$ cat src/hw/rtl/kidt_pkg.sv
`default_nettype none

package kidt_pkg;

  localparam int unsigned TableSlots = 64;
  localparam int unsigned SlotAddrW  = $clog2(TableSlots);
  localparam int unsigned ScanCntW   = SlotAddrW + 1;
  localparam int unsigned EvictCntW  = $clog2(TableSlots + 1);
  localparam int unsigned EvictOutW  = 7;
  localparam int unsigned EvictMax   = 127;
  localparam int unsigned QueueDepth = 2;
  localparam int unsigned QueuePtrW  = $clog2(QueueDepth);
  localparam int unsigned QueueCntW  = $clog2(QueueDepth + 1);

  typedef enum logic {
    MODE_ADD    = 1'b0,
    MODE_LOOKUP = 1'b1
  } mode_e;

  typedef struct packed {
    mode_e              mode;
    logic signed [31:0] group_id;
    logic [30:0]        seq_num;
    logic signed [31:0] entry_key;
    logic [30:0]        age_limit;
  } item_t;

  typedef struct packed {
    logic  valid;
    item_t item;
  } queue_head_t;

  typedef struct packed {
    logic signed [31:0] group_id;
    logic signed [31:0] entry_key;
    logic [30:0]        seq_num;
  } slot_t;

  localparam int unsigned SlotW = $bits(slot_t);

  typedef enum logic [1:0] {
    ST_IDLE,
    ST_SCAN,
    ST_FINISH
  } back_state_e;

endpackage

`default_nettype wire

$ cat src/hw/rtl/kidt_front.sv
`default_nettype none

module kidt_front
  import kidt_pkg::*;
(
  input  wire logic  clk_i,
  input  wire logic  rst_ni,
  input  wire logic  push_i,
  input  wire item_t item_i,
  output logic       full_o,
  input  wire logic  pop_i,
  output queue_head_t head_o
);

  item_t                buf_q [QueueDepth];
  logic [QueuePtrW-1:0] wr_ptr_q, wr_ptr_d;
  logic [QueuePtrW-1:0] rd_ptr_q, rd_ptr_d;
  logic [QueueCntW-1:0] cnt_q, cnt_d;
  logic                 do_push, do_pop;

  assign full_o      = (cnt_q == QueueCntW'(QueueDepth));
  assign head_o.valid = (cnt_q != '0);
  assign head_o.item  = buf_q[rd_ptr_q];

  assign do_push = push_i && !full_o;
  assign do_pop  = pop_i && head_o.valid;

  always_comb begin
    wr_ptr_d = wr_ptr_q;
    rd_ptr_d = rd_ptr_q;
    cnt_d    = cnt_q;
    if (do_push) begin
      wr_ptr_d = (wr_ptr_q == QueuePtrW'(QueueDepth - 1)) ? '0 : wr_ptr_q + 1'b1;
    end
    if (do_pop) begin
      rd_ptr_d = (rd_ptr_q == QueuePtrW'(QueueDepth - 1)) ? '0 : rd_ptr_q + 1'b1;
    end
    if (do_push && !do_pop) begin
      cnt_d = cnt_q + 1'b1;
    end else if (do_pop && !do_push) begin
      cnt_d = cnt_q - 1'b1;
    end
  end

  always_ff @(posedge clk_i or negedge rst_ni) begin
    if (!rst_ni) begin
      wr_ptr_q <= '0;
      rd_ptr_q <= '0;
      cnt_q    <= '0;
    end else begin
      wr_ptr_q <= wr_ptr_d;
      rd_ptr_q <= rd_ptr_d;
      cnt_q    <= cnt_d;
    end
  end

  always_ff @(posedge clk_i) begin
    if (do_push) begin
      buf_q[wr_ptr_q] <= item_i;
    end
  end

endmodule

`default_nettype wire

$ cat config.mk
export PLATFORM = sky130hd
export DESIGN_NAME = kidt_front
export DESIGN_NICKNAME = d
export VERILOG_FILES = /design/src/hw/rtl/kidt_pkg.sv /design/src/hw/rtl/kidt_front.sv
export SDC_FILE = /design/constraint.sdc
export NUM_CORES = 1
export LEC_CHECK = 0
export ABC_CLOCK_PERIOD_IN_PS = 8039
export BUFFER_PORTS_ARGS = -buffer_cell sky130_fd_sc_hd__buf_2
export CAP_MARGIN = 20
export CORE_AREA = 2 2 136 138
export CTS_BUF_LIST = sky130_fd_sc_hd__clkbuf_2 sky130_fd_sc_hd__clkbuf_4 sky130_fd_sc_hd__clkbuf_8
export DETAILED_ROUTE_END_ITERATION = 8
export DIE_AREA = 0 0 138 140
export PLACE_DENSITY_LB_ADDON = 0.15
export SYNTH_ARGS = -nofsm -noshare
export SYNTH_HDL_FRONTEND = slang
export SYNTH_SLANG_ARGS = --single-unit
export TNS_END_PERCENT = 20
$ cat constraint.sdc
create_clock -name clk_i -period 8.04 [get_ports clk_i]
set_input_delay 2.01 -clock clk_i [delete_from_list [all_inputs] [get_ports clk_i]]
set_output_delay 2.01 -clock clk_i [all_outputs]
set_load 0.01 [all_outputs]
After elaboration in Yosys (flattened, before gate mapping)
Memory sizes are Yosys's and may differ from the RTL's.
Index checks and enable logic that the tools add are counted.
{"block": "op_classes", "eq_ne": 1, "n_mux": 6, "addsub": 4, "n_reduce_logical": 9}
{"cell": "$logic_and A1 B1 Y1", "count": 4}
{"cell": "$mux W1", "count": 4}
{"cell": "$mux W2", "count": 2}
{"cell": "$reduce_bool A2 Y1", "count": 2}
{"cell": "$logic_not A1 Y1", "count": 3}
{"cell": "$add A1 B1 Y1 const B", "count": 2}
{"cell": "$add A2 B1 Y2 const B", "count": 1}
{"cell": "$eq A2 B2 Y1 const B", "count": 1}
{"cell": "$sub A2 B1 Y2 const B", "count": 1}
{"block": "word_totals", "out_inout_bits": 129, "n_memories": 1, "input_bits": 131, "elab_cells": 24, "reg_bits": 4, "ram_bits": 254}
{"memory": "buf_q", "depth": 2, "width": 127, "rd": 1, "rd_ports_with_merged_regs": 0, "write_ports": 1, "line": "kidt_front.sv:15", "source": "item_t buf_q [QueueDepth];"}

Depth between registers and ports, before layout
{"block": "depth", "ltp_word": 7, "ltp_mapped": 7, "ltp_nobuf": 7}

Worst setup path before layout
OpenSTA, ideal clock, no wires.
{"block": "synth_path", "path_kind": "input -> register", "startpoint": "in push_i", "endpoint": "mem buf_q[0][0] (netlist bit), enable pin", "t_arrival_ps": 7376, "path_buffers": 0, "setup_time_ps": 614, "cell_stages": 2, "t_required_ps": 7426, "slack_ps": 49, "path_cell_list": "nand2_1 > nor2_1"}
{"block": "synth_between", "elab_chain_len": 3}
{"item": "start, declared", "line": "kidt_front.sv:8", "source": "input wire logic push_i,"}
{"item": "$logic_and A1 B1 Y1", "line": "kidt_front.sv:25", "source": "assign do_push = push_i && !full_o;"}
{"item": "$mux W1", "line": "kidt_front.sv:58", "source": "if (do_push) begin"}
{"item": "$mux W1 (not written as such)", "line": "kidt_front.sv:59", "source": "buf_q[wr_ptr_q] <= item_i;"}
{"item": "end, declared", "line": "kidt_front.sv:15"}
No other way between the ends.

==> results.sh <==
export IMPL_p_leak_nw=4.39
export IMPL_yosysTopAreaCellShare_pct=80.8
export IMPL_drc=0
export IMPL_clock_sinks=258
export IMPL_floorplan_core_area_mm2=0.0178
export IMPL_finalWirelength_um=17600
export IMPL_timing_final_max_slew_violations=0
export IMPL_hpwl_um=11500
export IMPL_boundaryPins=260
export IMPL_ys_types=14
export IMPL_fin_crit_ps=5000
export IMPL_total_power_mw=4.14
export IMPL_cp_endpoint="head_o[122]"
export IMPL_clock_fmax_mhz=200
export IMPL_grt_max_degree=78
export IMPL_track_usage_pct=17.9
export IMPL_timing_setup_tns_ps=0
export IMPL_yosys_top_cells_count="edfxtp_1 (254), mux2_2 (127), clkbuf_8 (10)"
export IMPL_r2r_slack_ps=5410
export IMPL_final_nets=838
export IMPL_synthTopCellsByArea="edfxtp_1 (81%), mux2_2 (15%), clkbuf_8 (1.5%)"
export IMPL_skew_ps=21.3
export IMPL_cts_max_level=2
export IMPL_dr_total_vias=4917
export IMPL_ctsResizeCount=0
export IMPL_grt_ovfl_total=0
export IMPL_drive_gt1_share_pct=61.6
export IMPL_vias_per_cell=5.12
export IMPL_clock_latency_ps=520
export IMPL_ys_ff_latch=258
export IMPL_grt_pass1_wl_um=27100
export IMPL_reg2reg_to="buf_q[1][81]"
export IMPL_antenna_found_initial=1
export IMPL_cts_tree="built"
export IMPL_root_buffer="clkbuf_8"
export IMPL_numCtsBuffers=41
export IMPL_arrival_ps=2990
export IMPL_setup_violations=0
export IMPL_hp_class="flop to flop"
export IMPL_reg2reg_depth=3
export IMPL_startpoint="rd_ptr_q"
export IMPL_grt_pass1_vias=5280
export IMPL_final_seq_area_mm2=0.00773
export IMPL_period_share_pct=62.2
export IMPL_cp_data_required_time_ps=6030
export IMPL_yosysTopAreaCell="edfxtp_1"
export IMPL_peakVddDrop_uv=224
export IMPL_holdPathStages=1
export IMPL_timing_rr_start="cnt_q[0]"
export IMPL_cp_max_fo=69
export IMPL_diodes=0
export IMPL_die_area_mm2=0.0193
export IMPL_syn_to_final_growth_pct=23.2
export IMPL_preCtsSetupSlack_ps=3600
export IMPL_nFillCells=1269
export IMPL_synth_fp_nets=546
export IMPL_path_class="flop to primary output"
export IMPL_worst_slew_margin_rel_pct=30.4
export IMPL_rows=49
export IMPL_first_pass_iters=4
export IMPL_clk_pin_slew_ps=50
export IMPL_synth_most_common_cell="edfxtp_1"
export IMPL_cts_hold_fix_buffers=0
export IMPL_final_hold_viol_count=0
export IMPL_wl_per_cell_um=18.3
export IMPL_ys_seq_area_share_pct=81.9
export IMPL_outcome="complete, no violations"
export IMPL_layout_setup_ws_ps=3040
export IMPL_synth_edf_count=254
export IMPL_worstMarginPinSlew_ps=1040
export IMPL_syn_area_mm2=0.00944
export IMPL_initial_core_util_pct=53.1
export IMPL_synth_top_flop_cell="edfxtp_1"
export IMPL_synth_warning_count=0
export IMPL_cts_path_max_buffers=3
export IMPL_rsz0062_at_grt="false"
export IMPL_drt_iter0_drc=255
export IMPL_gp_congestion=0.745
export IMPL_syn_area_per_cell_um2=22.8
export IMPL_die_h_um=140
export IMPL_portBuffers=259
export IMPL_fp_dieW_um=138
export IMPL_post_cts_setup_buffers=0
export IMPL_crit_path_end_kind="primary output"
export IMPL_p_per_area_mw_per_mm2=356
export IMPL_multiInputGateArea_mm2=0.00153
export IMPL_synthArstFlopShare_pct=1.55
export IMPL_worstSetupStartpointType="flop"
export IMPL_postSynthCellCount=414
export IMPL_ant_nets=0
export IMPL_cap_violations=0
==> registers in the layout, summed over array words and instances (netlist names) <==
| signal | flops |
|---|---|
| buf_q | 254 |
| cnt_q | 2 |
| rd_ptr_q | 1 |
| wr_ptr_q | 1 |
==> through the flow <==
step	cell area (µm²)	cells	utilization, %	hold slack (ps)
final	11600	961	65.4	494
after global routing	11600	961	65.4	528
after CTS	11600	961	65.4	496
after detailed placement	10900	892	61.2	489
after global placement	10900	892	61.2	472
after floorplan	9440	414	-	456
==> report_power, final <==
part | internal (mW) | switching (mW)
Sequential | 1.84 | 0.126
Combinational | 0.543 | 0.619
Clock | 0.545 | 0.459
==> placed cells by master (no fill, tap or decap) <==
cell and instances:
nand2b_1 1, nor2_4 1, buf_2 259, clkbuf_8 43
ha_1 1, edfxtp_1 254, or2_2 1, nor2_1 1
clkinvlp_4 1, dfrtp_4 1, inv_1 2, and3_4 1
mux2_2 127, nand2_1 2, xor2_1 2, buf_4 4
xnor2_1 3, clkbuf_4 12, clkinv_1 12, dfrtp_1 3
clkinv_2 1
==> logic make-up (layout without fill, tap and decap cells) <==
kind of cell	count (synthesis)	after routing	share of synthesized area (%)
adders and majority gates	1	1	0.133
muxes	127	127	15.2
DFF	258	258	81.9
xor gates and xnor gates	5	5	0.464
and+or+nand+nor	7	7	0.358
buffers and inverters	16	334	2.02
==> worst max-delay path: stages, from the launching register on <==
cell     delay, ps
dfrtp_4        940
buf_4          800
mux2_2         430
buf_2          150
==> layout make-up <==
type,instances,share of cell area (%)
Sequential cell,258,66.5
Tap cell,229,2.47
Clock buffer,55,5.87
Clock inverter,14,0.495
Multi-Input combinational cell,140,13.2
Timing Repair Buffer,263,11.4
Inverter,2,0.0646
==> per-layer routing <==
layer | vias up | global-route usage [%] | part of all wire [%]
li1 | 2232 | - | -
met4 | 2 | 7.04 | 2.8
met5 | - | 0 | 0.040
met2 | 226 | 29.3 | 49
met1 | 2414 | 21.4 | 39
met3 | 43 | 7.32 | 9.5
==> worst min-delay path by stage <==
| stage | start | end | slack [ps] |
|---|---|---|---|
| detailed placement | cnt_q[1] | cnt_q[1] | 490 |
| floorplan | cnt_q[1] | cnt_q[1] | 460 |
| global route | cnt_q[1] | cnt_q[1] | 530 |
| global placement | cnt_q[1] | cnt_q[1] | 470 |
| CTS | cnt_q[1] | cnt_q[1] | 500 |
| finish | cnt_q[1] | cnt_q[1] | 490 |
(Power assumes the default switching activity.)
